File: src/hw/rtl/i2cwm_pkg.sv
`default_nettype none

package i2cwm_pkg;

  // Default width of the per-phase tick counter and of the interval register.
  localparam int unsigned INTERVAL_BITS_DEF = 10;

  localparam logic [7:0] MSB_MASK      = 8'h80;
  localparam logic [3:0] BITS_PER_BYTE = 4'd8;
  localparam logic [3:0] RETRIES_RESET = 4'd5;
  localparam logic [7:0] COUNT_MAX     = 8'hFF;

  // Configuration register indexes.
  localparam logic [1:0] REG_INTERVAL = 2'd0;
  localparam logic [1:0] REG_ADDRESS  = 2'd1;
  localparam logic [1:0] REG_RETRIES  = 2'd2;

  typedef enum logic {
    OP_TICK = 1'b0,
    OP_BYTE = 1'b1
  } op_t;

  // One classified request as it sits in the queue.
  typedef struct packed {
    op_t        op;
    logic [7:0] data;
    logic       last;
    logic       sda;
  } item_t;

  typedef enum logic [4:0] {
    PH_IDLE         = 5'd0,
    PH_START_HI     = 5'd1,
    PH_START_SDA_LO = 5'd2,
    PH_START_SCL_LO = 5'd3,
    PH_A_BIT_LOW    = 5'd4,
    PH_A_BIT_DATA   = 5'd5,
    PH_A_BIT_HIGH   = 5'd6,
    PH_A_ACK_LOW    = 5'd7,
    PH_A_ACK_WAIT   = 5'd8,
    PH_D_BIT_LOW    = 5'd9,
    PH_D_BIT_DATA   = 5'd10,
    PH_D_BIT_HIGH   = 5'd11,
    PH_D_ACK_LOW    = 5'd12,
    PH_D_ACK_WAIT   = 5'd13,
    PH_WAIT_BYTE    = 5'd14,
    PH_STOP_LOW     = 5'd15,
    PH_STOP_HIGH    = 5'd16,
    PH_STOP_SDA     = 5'd17
  } phase_t;

endpackage

`default_nettype wire

File: src/hw/rtl/i2cwm_in_if.sv
`default_nettype none

interface i2cwm_in_if;
  logic       valid;
  logic       ready;
  logic       kind;
  logic [7:0] data_byte;
  logic       last_byte;
  logic       sda_sample;

  modport source(output valid, kind, data_byte, last_byte, sda_sample, input ready);
  modport sink(input valid, kind, data_byte, last_byte, sda_sample, output ready);
endinterface

`default_nettype wire

File: src/hw/rtl/i2cwm_out_if.sv
`default_nettype none

interface i2cwm_out_if;
  logic       valid;
  logic       ready;
  logic       scl_level;
  logic       sda_level;
  logic       sda_enable;
  logic       byte_taken;
  logic       ready_res;
  logic [7:0] acked_count;
  logic       done_res;

  modport source(output valid, scl_level, sda_level, sda_enable, byte_taken, ready_res,
                 acked_count, done_res, input ready);
  modport sink(input valid, scl_level, sda_level, sda_enable, byte_taken, ready_res,
               acked_count, done_res, output ready);
endinterface

`default_nettype wire

File: src/hw/rtl/i2c_write_master_top.sv
`default_nettype none
// An accepted request goes into the queue; the sequencer pops it and registers its
// result, which can then be taken. A tick or byte offer is one sequencer update.
// Throughput: one request per clock, as long as each result is taken when it appears.
// A two-entry queue keeps taking requests while a result waits to be taken.
// Reset (synchronous, active high) empties the queue, drops the result, returns
// the bus to idle with both lines high and loads the register defaults.

module i2c_write_master_top #(
  parameter int unsigned INTERVAL_BITS = i2cwm_pkg::INTERVAL_BITS_DEF,
  localparam int unsigned CfgW = (INTERVAL_BITS > 8) ? INTERVAL_BITS : 8
) (
  input  wire logic            clk,
  input  wire logic            rst,
  i2cwm_in_if.sink             item,
  i2cwm_out_if.source          result,
  input  wire logic            cfg_we,
  input  wire logic [1:0]      cfg_index,
  input  wire logic [CfgW-1:0] cfg_data
);
  import i2cwm_pkg::*;

  // Classified requests travel from the front through its queue to the
  // sequencer, which pops one whenever its output register can take a result.
  item_t q_item;
  logic  q_valid;
  logic  q_pop;

  // The front accepts requests as long as its queue has room, so it only
  // stalls when the sequencer has been blocked by the result side for a while.
  i2cwm_front u_front (
    .clk     (clk),
    .rst     (rst),
    .item    (item),
    .q_item  (q_item),
    .q_valid (q_valid),
    .q_pop   (q_pop)
  );

  // The sequencer holds the bus state, the configuration registers and the
  // result register. Each popped request is one full state update: ticks count
  // toward the end of a bus phase, and a byte offer starts a transaction or
  // continues one that is waiting for its next data byte; in other phases it is dropped.
  i2cwm_seq #(
    .INTERVAL_BITS (INTERVAL_BITS)
  ) u_seq (
    .clk       (clk),
    .rst       (rst),
    .cfg_we    (cfg_we),
    .cfg_index (cfg_index),
    .cfg_data  (cfg_data),
    .q_item    (q_item),
    .q_valid   (q_valid),
    .q_pop     (q_pop),
    .result    (result)
  );

  // An accepted request is in the queue at the following edge at the latest.
  a_push_lands: assert property (@(posedge clk) disable iff (rst)
    item.valid && item.ready |=> q_valid)
    else $error("accepted request did not reach the queue");

  // Finishing the stop condition leaves both lines high and the block idle.
  a_done_idle: assert property (@(posedge clk) disable iff (rst)
    result.valid && result.done_res |->
      result.scl_level && result.sda_level && result.ready_res)
    else $error("stop finished without an idle bus");

  // A byte that is taken always starts bus activity, so the block is busy.
  a_taken_busy: assert property (@(posedge clk) disable iff (rst)
    result.valid && result.byte_taken |-> !result.ready_res && !result.done_res)
    else $error("byte taken but block still reports waiting");

endmodule

`default_nettype wire

File: src/hw/rtl/i2cwm_front.sv
`default_nettype none

module i2cwm_front (
  input  wire logic           clk,
  input  wire logic           rst,
  i2cwm_in_if.sink            item,
  output i2cwm_pkg::item_t    q_item,
  output logic                q_valid,
  input  wire logic           q_pop
);
  import i2cwm_pkg::*;

  // Two-entry queue: the front keeps taking requests while the back is stalled.
  item_t       entry [2];
  logic        wr_ptr;
  logic        rd_ptr;
  logic [1:0]  count;
  logic        push;
  logic        pop;
  item_t       classified;

  always_comb begin
    classified.op   = item.kind ? OP_BYTE : OP_TICK;
    classified.data = item.data_byte;
    classified.last = item.last_byte;
    classified.sda  = item.sda_sample;
  end

  assign item.ready = (count != 2'd2);
  assign push       = item.valid && item.ready;
  assign pop        = q_pop && q_valid;
  assign q_valid    = (count != 2'd0);
  assign q_item     = entry[rd_ptr];

  always_ff @(posedge clk) begin
    if (push) begin
      entry[wr_ptr] <= classified;
    end
  end

  always_ff @(posedge clk) begin
    if (rst) begin
      wr_ptr <= 1'b0;
      rd_ptr <= 1'b0;
      count  <= 2'd0;
    end else begin
      if (push) begin
        wr_ptr <= ~wr_ptr;
      end
      if (pop) begin
        rd_ptr <= ~rd_ptr;
      end
      case ({push, pop})
        2'b10:   count <= count + 2'd1;
        2'b01:   count <= count - 2'd1;
        default: count <= count;
      endcase
    end
  end

endmodule

`default_nettype wire

File: src/hw/rtl/i2cwm_seq.sv
`default_nettype none

module i2cwm_seq #(
  parameter int unsigned INTERVAL_BITS = i2cwm_pkg::INTERVAL_BITS_DEF,
  localparam int unsigned CfgW = (INTERVAL_BITS > 8) ? INTERVAL_BITS : 8
) (
  input  wire logic            clk,
  input  wire logic            rst,
  input  wire logic            cfg_we,
  input  wire logic [1:0]      cfg_index,
  input  wire logic [CfgW-1:0] cfg_data,
  input  wire i2cwm_pkg::item_t q_item,
  input  wire logic            q_valid,
  output logic                 q_pop,
  i2cwm_out_if.source          result
);
  import i2cwm_pkg::*;

  localparam int unsigned IB = INTERVAL_BITS;

  logic [IB-1:0] interval_ticks;
  logic [7:0]    device_address;
  logic [3:0]    ack_retries;

  phase_t        phase, phase_next;
  logic [3:0]    bit_index, bit_index_next;
  logic [7:0]    shift_byte, shift_byte_next;
  logic [7:0]    pending_byte, pending_byte_next;
  logic [IB-1:0] tick_count, tick_count_next;
  logic [3:0]    retry_count, retry_count_next;
  logic [7:0]    ack_total, ack_total_next;
  logic          final_flag, final_flag_next;
  logic          clock_line, clock_line_next;
  logic          data_line, data_line_next;

  logic          take;
  logic          taken;
  logic          done;
  logic          is_data;
  logic          retry_left;
  logic          sda_en;
  logic [IB-1:0] limit;
  logic [IB:0]   tick_inc;
  logic [3:0]    bit_inc;

  logic          res_valid;

  assign take   = q_valid && (!res_valid || result.ready);
  assign q_pop  = take;
  assign limit  = (interval_ticks == '0) ? IB'(1) : interval_ticks;
  assign tick_inc = {1'b0, tick_count} + {{IB{1'b0}}, 1'b1};
  assign bit_inc  = bit_index + 4'd1;
  assign retry_left = (retry_count < ack_retries);
  assign is_data = (phase == PH_D_BIT_LOW) || (phase == PH_D_BIT_DATA) ||
                   (phase == PH_D_BIT_HIGH) || (phase == PH_D_ACK_LOW) ||
                   (phase == PH_D_ACK_WAIT);

  always_ff @(posedge clk) begin
    if (rst) begin
      interval_ticks <= IB'(1);
      device_address <= 8'd0;
      ack_retries    <= RETRIES_RESET;
    end else if (cfg_we) begin
      case (cfg_index)
        REG_INTERVAL: interval_ticks <= cfg_data[IB-1:0];
        REG_ADDRESS:  device_address <= cfg_data[7:0];
        REG_RETRIES:  ack_retries    <= cfg_data[3:0];
        default:      ;
      endcase
    end
  end

  always_comb begin
    phase_next        = phase;
    bit_index_next    = bit_index;
    shift_byte_next   = shift_byte;
    pending_byte_next = pending_byte;
    tick_count_next   = tick_count;
    retry_count_next  = retry_count;
    ack_total_next    = ack_total;
    final_flag_next   = final_flag;
    clock_line_next   = clock_line;
    data_line_next    = data_line;
    taken             = 1'b0;
    done              = 1'b0;

    if (q_item.op == OP_BYTE) begin
      if (phase == PH_IDLE) begin
        pending_byte_next = q_item.data;
        final_flag_next   = q_item.last;
        ack_total_next    = 8'd0;
        clock_line_next   = 1'b1;
        data_line_next    = 1'b1;
        phase_next        = PH_START_HI;
        tick_count_next   = '0;
        taken             = 1'b1;
      end else if (phase == PH_WAIT_BYTE) begin
        final_flag_next = q_item.last;
        shift_byte_next = q_item.data;
        bit_index_next  = 4'd0;
        clock_line_next = 1'b0;
        phase_next      = PH_D_BIT_LOW;
        tick_count_next = '0;
        taken           = 1'b1;
      end
    end else if (phase != PH_IDLE && phase != PH_WAIT_BYTE) begin
      if (tick_inc >= {1'b0, limit}) begin
        // Every phase end enters a phase, which restarts the tick count.
        tick_count_next = '0;
        case (phase)
          PH_START_HI: begin
            data_line_next = 1'b0;
            phase_next     = PH_START_SDA_LO;
          end
          PH_START_SDA_LO: begin
            clock_line_next = 1'b0;
            phase_next      = PH_START_SCL_LO;
          end
          PH_START_SCL_LO: begin
            shift_byte_next = device_address;
            bit_index_next  = 4'd0;
            clock_line_next = 1'b0;
            phase_next      = PH_A_BIT_LOW;
          end
          PH_A_BIT_LOW, PH_D_BIT_LOW: begin
            data_line_next = |(shift_byte & MSB_MASK);
            phase_next     = is_data ? PH_D_BIT_DATA : PH_A_BIT_DATA;
          end
          PH_A_BIT_DATA, PH_D_BIT_DATA: begin
            clock_line_next = 1'b1;
            phase_next      = is_data ? PH_D_BIT_HIGH : PH_A_BIT_HIGH;
          end
          PH_A_BIT_HIGH, PH_D_BIT_HIGH: begin
            shift_byte_next = {shift_byte[6:0], 1'b0};
            bit_index_next  = bit_inc;
            clock_line_next = 1'b0;
            if (bit_inc < BITS_PER_BYTE) begin
              phase_next = is_data ? PH_D_BIT_LOW : PH_A_BIT_LOW;
            end else begin
              phase_next = is_data ? PH_D_ACK_LOW : PH_A_ACK_LOW;
            end
          end
          PH_A_ACK_LOW, PH_D_ACK_LOW: begin
            clock_line_next  = 1'b1;
            retry_count_next = 4'd0;
            phase_next       = is_data ? PH_D_ACK_WAIT : PH_A_ACK_WAIT;
          end
          PH_A_ACK_WAIT, PH_D_ACK_WAIT: begin
            if (retry_left && q_item.sda) begin
              // Slave still holds off: one more interval with SCL low.
              retry_count_next = retry_count + 4'd1;
              clock_line_next  = 1'b0;
            end else if (!is_data) begin
              shift_byte_next = pending_byte;
              bit_index_next  = 4'd0;
              clock_line_next = 1'b0;
              phase_next      = PH_D_BIT_LOW;
            end else begin
              if (retry_left && ack_total != COUNT_MAX) begin
                ack_total_next = ack_total + 8'd1;
              end
              if (final_flag) begin
                clock_line_next = 1'b0;
                data_line_next  = 1'b0;
                phase_next      = PH_STOP_LOW;
              end else begin
                phase_next = PH_WAIT_BYTE;
              end
            end
          end
          PH_STOP_LOW: begin
            clock_line_next = 1'b1;
            phase_next      = PH_STOP_HIGH;
          end
          PH_STOP_HIGH: begin
            data_line_next = 1'b1;
            phase_next     = PH_STOP_SDA;
          end
          PH_STOP_SDA: begin
            done            = 1'b1;
            clock_line_next = 1'b1;
            data_line_next  = 1'b1;
            phase_next      = PH_IDLE;
          end
          default: begin
            phase_next = phase;
          end
        endcase
      end else begin
        tick_count_next = tick_inc[IB-1:0];
      end
    end

    // SDA is released while waiting for a byte, in acknowledge slots and in
    // the first low phase of a data byte.
    sda_en = !((phase_next == PH_WAIT_BYTE) ||
               (phase_next == PH_A_ACK_LOW) || (phase_next == PH_A_ACK_WAIT) ||
               (phase_next == PH_D_ACK_LOW) || (phase_next == PH_D_ACK_WAIT) ||
               ((phase_next == PH_D_BIT_LOW) && (bit_index_next == 4'd0)));
  end

  always_ff @(posedge clk) begin
    if (rst) begin
      phase        <= PH_IDLE;
      bit_index    <= 4'd0;
      shift_byte   <= 8'd0;
      pending_byte <= 8'd0;
      tick_count   <= '0;
      retry_count  <= 4'd0;
      ack_total    <= 8'd0;
      final_flag   <= 1'b0;
      clock_line   <= 1'b1;
      data_line    <= 1'b1;
    end else if (take) begin
      phase        <= phase_next;
      bit_index    <= bit_index_next;
      shift_byte   <= shift_byte_next;
      pending_byte <= pending_byte_next;
      tick_count   <= tick_count_next;
      retry_count  <= retry_count_next;
      ack_total    <= ack_total_next;
      final_flag   <= final_flag_next;
      clock_line   <= clock_line_next;
      data_line    <= data_line_next;
    end
  end

  always_ff @(posedge clk) begin
    if (rst) begin
      res_valid <= 1'b0;
    end else if (take) begin
      res_valid <= 1'b1;
    end else if (result.ready) begin
      res_valid <= 1'b0;
    end
  end

  always_ff @(posedge clk) begin
    if (take) begin
      result.scl_level   <= clock_line_next;
      result.sda_level   <= sda_en && data_line_next;
      result.sda_enable  <= sda_en;
      result.byte_taken  <= taken;
      result.ready_res   <= (phase_next == PH_IDLE) || (phase_next == PH_WAIT_BYTE);
      result.acked_count <= ack_total_next;
      result.done_res    <= done;
    end
  end

  assign result.valid = res_valid;

endmodule

`default_nettype wire
File: src/flat_wrapper.sv
// flat-port wrapper written by rule: the top's interface ports become plain ports
module i2c_write_master_top_flat import i2cwm_pkg::*;
#(
  parameter int unsigned INTERVAL_BITS = i2cwm_pkg::INTERVAL_BITS_DEF,
  localparam int unsigned CfgW = (INTERVAL_BITS > 8) ? INTERVAL_BITS : 8
)
  (clk, rst, cfg_we, cfg_index, cfg_data, item_valid, item_kind, item_data_byte, item_last_byte, item_sda_sample, item_ready, result_valid, result_scl_level, result_sda_level, result_sda_enable, result_byte_taken, result_ready_res, result_acked_count, result_done_res, result_ready);
  i2cwm_in_if item_i ();
  i2cwm_out_if result_i ();
  input  wire logic clk;
  input  wire logic rst;
  input  wire logic cfg_we;
  input  wire logic [1:0] cfg_index;
  input  wire logic [CfgW-1:0] cfg_data;
  input wire logic [$bits(item_i.valid)-1:0] item_valid;
  input wire logic [$bits(item_i.kind)-1:0] item_kind;
  input wire logic [$bits(item_i.data_byte)-1:0] item_data_byte;
  input wire logic [$bits(item_i.last_byte)-1:0] item_last_byte;
  input wire logic [$bits(item_i.sda_sample)-1:0] item_sda_sample;
  output wire logic [$bits(item_i.ready)-1:0] item_ready;
  output wire logic [$bits(result_i.valid)-1:0] result_valid;
  output wire logic [$bits(result_i.scl_level)-1:0] result_scl_level;
  output wire logic [$bits(result_i.sda_level)-1:0] result_sda_level;
  output wire logic [$bits(result_i.sda_enable)-1:0] result_sda_enable;
  output wire logic [$bits(result_i.byte_taken)-1:0] result_byte_taken;
  output wire logic [$bits(result_i.ready_res)-1:0] result_ready_res;
  output wire logic [$bits(result_i.acked_count)-1:0] result_acked_count;
  output wire logic [$bits(result_i.done_res)-1:0] result_done_res;
  input wire logic [$bits(result_i.ready)-1:0] result_ready;
  assign item_i.valid = item_valid;
  assign item_i.kind = item_kind;
  assign item_i.data_byte = item_data_byte;
  assign item_i.last_byte = item_last_byte;
  assign item_i.sda_sample = item_sda_sample;
  assign item_ready = item_i.ready;
  assign result_valid = result_i.valid;
  assign result_scl_level = result_i.scl_level;
  assign result_sda_level = result_i.sda_level;
  assign result_sda_enable = result_i.sda_enable;
  assign result_byte_taken = result_i.byte_taken;
  assign result_ready_res = result_i.ready_res;
  assign result_acked_count = result_i.acked_count;
  assign result_done_res = result_i.done_res;
  assign result_i.ready = result_ready;
  i2c_write_master_top #(.INTERVAL_BITS(INTERVAL_BITS)) u_core (.clk(clk), .rst(rst), .item(item_i), .result(result_i), .cfg_we(cfg_we), .cfg_index(cfg_index), .cfg_data(cfg_data));
endmodule
File: config.mk
export PLATFORM = sky130hd
export DESIGN_NAME = i2c_write_master_top_flat
export DESIGN_NICKNAME = d
export VERILOG_FILES = /design/src/hw/rtl/i2cwm_pkg.sv /design/src/hw/rtl/i2cwm_in_if.sv /design/src/hw/rtl/i2cwm_out_if.sv /design/src/hw/rtl/i2c_write_master_top.sv /design/src/hw/rtl/i2cwm_front.sv /design/src/hw/rtl/i2cwm_seq.sv /design/src/flat_wrapper.sv
export SDC_FILE = /design/constraint.sdc
export NUM_CORES = 1
export LEC_CHECK = 0
export BUFFER_PORTS_ARGS = -buffer_cell sky130_fd_sc_hd__buf_2
export CORE_MARGIN = 2
export CORE_UTILIZATION = 45
export CTS_BUF_LIST = sky130_fd_sc_hd__clkbuf_16
export DETAILED_ROUTE_END_ITERATION = 12
export PLACE_DENSITY = 0.62
export SETUP_SLACK_MARGIN = 0.4
export SYNTH_ARGS = -nofsm -noshare
export SYNTH_HDL_FRONTEND = slang
export SYNTH_SLANG_ARGS = --single-unit
File: constraint.sdc
create_clock -name clk -period 3.1 [get_ports clk]
set_input_delay 0 -clock clk [delete_from_list [all_inputs] [get_ports clk]]
set_output_delay 0 -clock clk [all_outputs]
set_load 0.1 [all_outputs]
==> results_dict.tcl <==
set metrics [dict create \
    root_buffer "clkbuf_16" \
    synthesis.area_sq_mm 0.00587 \
    post_synth_xor_area_fraction 0.0224 \
    final_max_slew_viol_count 0 \
    area.growth.synth_to_final_pct 34.3 \
    fillers 1062 \
    htreeDepth 4 \
    critical_path.max_fanout 7 \
    hpwl_microns 10800 \
    period_share 1.02 \
    worstSetupEndpointType "flop" \
    setup_slack_ns -0.0521 \
    max-cap-violations 0 \
    ys_ff_latch 114 \
    die-area_sq_mm 0.0140 \
    numCtsBuffers 17 \
    cts_tree "yes" \
    dpl_cell_area_sq_mm 0.00671 \
    final_cell_mix "95 x nor2_1, 73 x dfxtp_1, 59 x buf_4" \
    criticalPathCategory "reg -> reg" \
    yosysSeqAreaShare 0.450 \
    post-place-cells 874 \
    synth_ff_type "dfxtp_1" \
    wl_per_cell_microns 16.9 \
    finalHoldViolCount 0 \
    slew-limit-headroom 0.302 \
    async_flop_share 0 \
    finalNonFillerCells 939 \
    final_nets 803 \
    num_vias 5280 \
    dr.pass1.iters 5 \
    critPathRequiredTime_ns 3.26 \
    avgSynthCellArea_sq_um 9.19 \
    diodes 0 \
    arrival_ns 3.31 \
    cts_sinks 114 \
    io_buffers 43 \
    synth_compound_area_frac 0.192 \
    rsz0062_at_grt "true" \
    grt-busiest-layer "met2" \
    grt.total_usage 0.231 \
    fp.dieH_microns 118 \
    place_congestion 0.923 \
    worst_pin_slew_ns 1.04 \
    clock_latency_ns 0.42 \
    start_util 0.464 \
    fin_skew_ns 0.00889 \
    setup_viol 11 \
    synthSimpleGateAreaFrac 0.184 \
    hp-class "in -> reg" \
    final_antenna_net_count 0 \
    clockBufferDepth 2 \
    grt_pass1_wl_microns 26100 \
    synthAdderAreaFrac 0.0464 \
    power_mw 7.79 \
    synth_top_family_by_area "compound AO/OA/AOI/OAI gates" \
    grtUsageMet3 0.0401 \
    ff2ff_setup_slack_ns -0.05 \
    final_common_cell "nor2_1" \
    num_io_pins 44 \
    wirelength_microns 15900 \
    grt_pass1_vias 5151 \
    use_met1 0.306 \
    fin_crit_ns 3.15 \
    finalInstanceArea_sq_mm 0.00789 \
    synthMuxAreaShare 0.0701 \
    overflow 0 \
    grt.met2_usage 0.375 \
    drc_errors 0 \
    leakage_nw 3.09 \
    drive_gt1_frac 0.279 \
    fmax_ghz 0.317 \
    start_kind "flop" \
    syn_inst 639 \
    coreArea_sq_mm 0.0127 \
    status "finished, violations left" \
    yosysUniqueCellTypes 65 \
    p_per_area_mw_per_mm2 987 \
    vdd_ir_drop_max_v 0.000507 \
    row_count 41 \
    drt_iter0_drc 356 \
    synth-edff-count 36 \
    antenna_found_initial 0 \
    die_w_microns 118 \
    syn-num-nets 688 \
    clk_pin_slew_ns 0.06 \
    grt_max_degree 43 \
    failed_checks "negative setup slack" \
    synth_warnings 0 \
    vias_per_cell 5.62 \
]
-- worst paths after layout --
check | cells after the start | startpoint | endpoint
worst min register to register | 2 | u_core.u_seq.interval_ticks[0] | u_core.u_seq.interval_ticks[0]
worst min-delay path | 4 | cfg_index[1] | u_core.u_seq.interval_ticks[0]
worst max register to register | 14 | u_core.u_seq.tick_count[1] | u_core.u_seq.result.acked_count[7]
worst max-delay path | 14 | u_core.u_seq.tick_count[1] | u_core.u_seq.result.acked_count[7]
-- repair_timing --
| item | 4_1_cts | 5_1_grt |
|---|---|---|
| gates resized for setup | 37 | 27 |
| endpoints found under the setup margin | 49 | 54 |
| pin swaps | 25 | 14 |
| hold buffers | 23 | 0 |
| hold endpoints to repair | 46 | 0 |
| buffers inserted | 8 | 2 |
-- logic make-up (layout without fill, tap and decap cells) --
kind of cell	Yosys count	in the layout
AO/OA/AOI/OAI	164	164
XOR/XNOR	15	15
adder cells (fa/ha/maj)	22	22
buffers and inverters	55	183
flip-flops	114	114
multiplexers	41	41
AND/OR/NAND/NOR	228	228
-- per-layer routing --
| layer | share of wire | wire length (microns) |
|---|---|---|
| met1 | 0.45 | 7170 |
| met2 | 0.48 | 7680 |
| met5 | 0 | 0 |
| met4 | 0.016 | 256 |
| met3 | 0.051 | 809 |
-- critical path: stages, from the launching register on --
cell and delay (ns):
dfxtp_4 0.38, ha_4 0.13, and3_4 0.21, nand2_4 0.07
xnor2_2 0.14, ha_1 0.32, nand3_2 0.12, o41ai_4 0.37
buf_6 0.19, o21a_1 0.15, buf_4 0.12, and2_4 0.14
nand4_1 0.24, o21ai_2 0.22, mux2i_1 0.10
-- layout make-up --
class	instances	area, sq um	share of cell area
Clock buffer	17	425	0.0539
Multi-Input combinational cell	470	3390	0.430
Clock inverter	15	175	0.0222
Inverter	21	78.8	0.00999
Sequential cell	114	2650	0.336
Tap cell	172	215	0.0273
Timing Repair Buffer	130	953	0.121
-- through the flow --
stage | setup TNS, ns | hold slack [ns] | utilization | setup WS [ns]
after floorplan | 0 | 0.0989 | - | 0.0433
after global placement | -0.0482 | 0.189 | 0.529 | -0.0376
after detailed placement | -0.694 | 0.196 | 0.529 | -0.162
after CTS | -0.0170 | 0.0464 | 0.613 | -0.0106
after global routing | -2.04 | 0.0974 | 0.623 | -0.145
final | -0.311 | 0.0715 | 0.623 | -0.0521
-- sequential cells by signal, summed over array words and instances, names as in the netlist, 5 cells and up, named ones only --
| signal | count |
|---|---|
| u_core.u_front.entry | 22 |
| u_core.u_seq.ack_total | 8 |
| u_core.u_seq.device_address | 8 |
| u_core.u_seq.interval_ticks | 10 |
| u_core.u_seq.pending_byte | 8 |
| u_core.u_seq.phase | 5 |
| u_core.u_seq.result.acked_count | 8 |
| u_core.u_seq.shift_byte | 8 |
| u_core.u_seq.tick_count | 10 |
-- power breakdown --
part / switching (mW) / total [mW] / internal (mW)
Clock: 0.754 / 1.96 / 1.20
Combinational: 2.48 / 3.77 / 1.29
Sequential: 0.175 / 2.06 / 1.89
Total: 3.41 / 7.79 / 4.38
-- cells in the mapped netlist (2+ instances only) --
| cell type | n | area (sq um) |
|---|---|---|
| nor2_1 | 98 | 368 |
| dfxtp_1 | 78 | 1560 |
| nand2_1 | 42 | 158 |
| mux2i_1 | 40 | 400 |
| a21oi_1 | 37 | 185 |
| edfxtp_1 | 36 | 1080 |
| clkbuf_1 | 32 | 120 |
| o21ai_0 | 27 | 135 |
| a211oi_1 | 22 | 165 |
| ha_1 | 21 | 263 |
| inv_1 | 20 | 75.1 |
| nand3_1 | 19 | 95.1 |
| a22oi_1 | 14 | 105 |
| nor3_1 | 11 | 55.1 |
| xnor2_1 | 9 | 78.8 |
| nand2b_1 | 8 | 50.1 |
| a22o_1 | 7 | 61.3 |
| and3_1 | 7 | 43.8 |
| a311oi_1 | 6 | 52.6 |
| nor2b_1 | 6 | 37.5 |
| nor4_1 | 6 | 37.5 |
| xor2_1 | 6 | 52.6 |
| a31oi_1 | 5 | 31.3 |
| a41oi_1 | 5 | 43.8 |
| o211ai_1 | 5 | 37.5 |
| or3_1 | 5 | 31.3 |
| a21o_1 | 4 | 30.0 |
| and2_1 | 4 | 25.0 |
| nand3b_1 | 4 | 30.0 |
| nand4_1 | 4 | 25.0 |
| o21ai_1 | 4 | 20.0 |
| nor3b_1 | 3 | 22.5 |
| o21a_1 | 3 | 22.5 |
| or2_1 | 3 | 18.8 |
| a211o_1 | 2 | 17.5 |
| o211a_1 | 2 | 20.0 |
| o21ba_2 | 2 | 20.0 |
| o221ai_1 | 2 | 17.5 |
| o31ai_1 | 2 | 15.0 |
| o32ai_1 | 2 | 17.5 |
| or4_1 | 2 | 15.0 |
No activity file was read; power rests on OpenSTA's default activity.
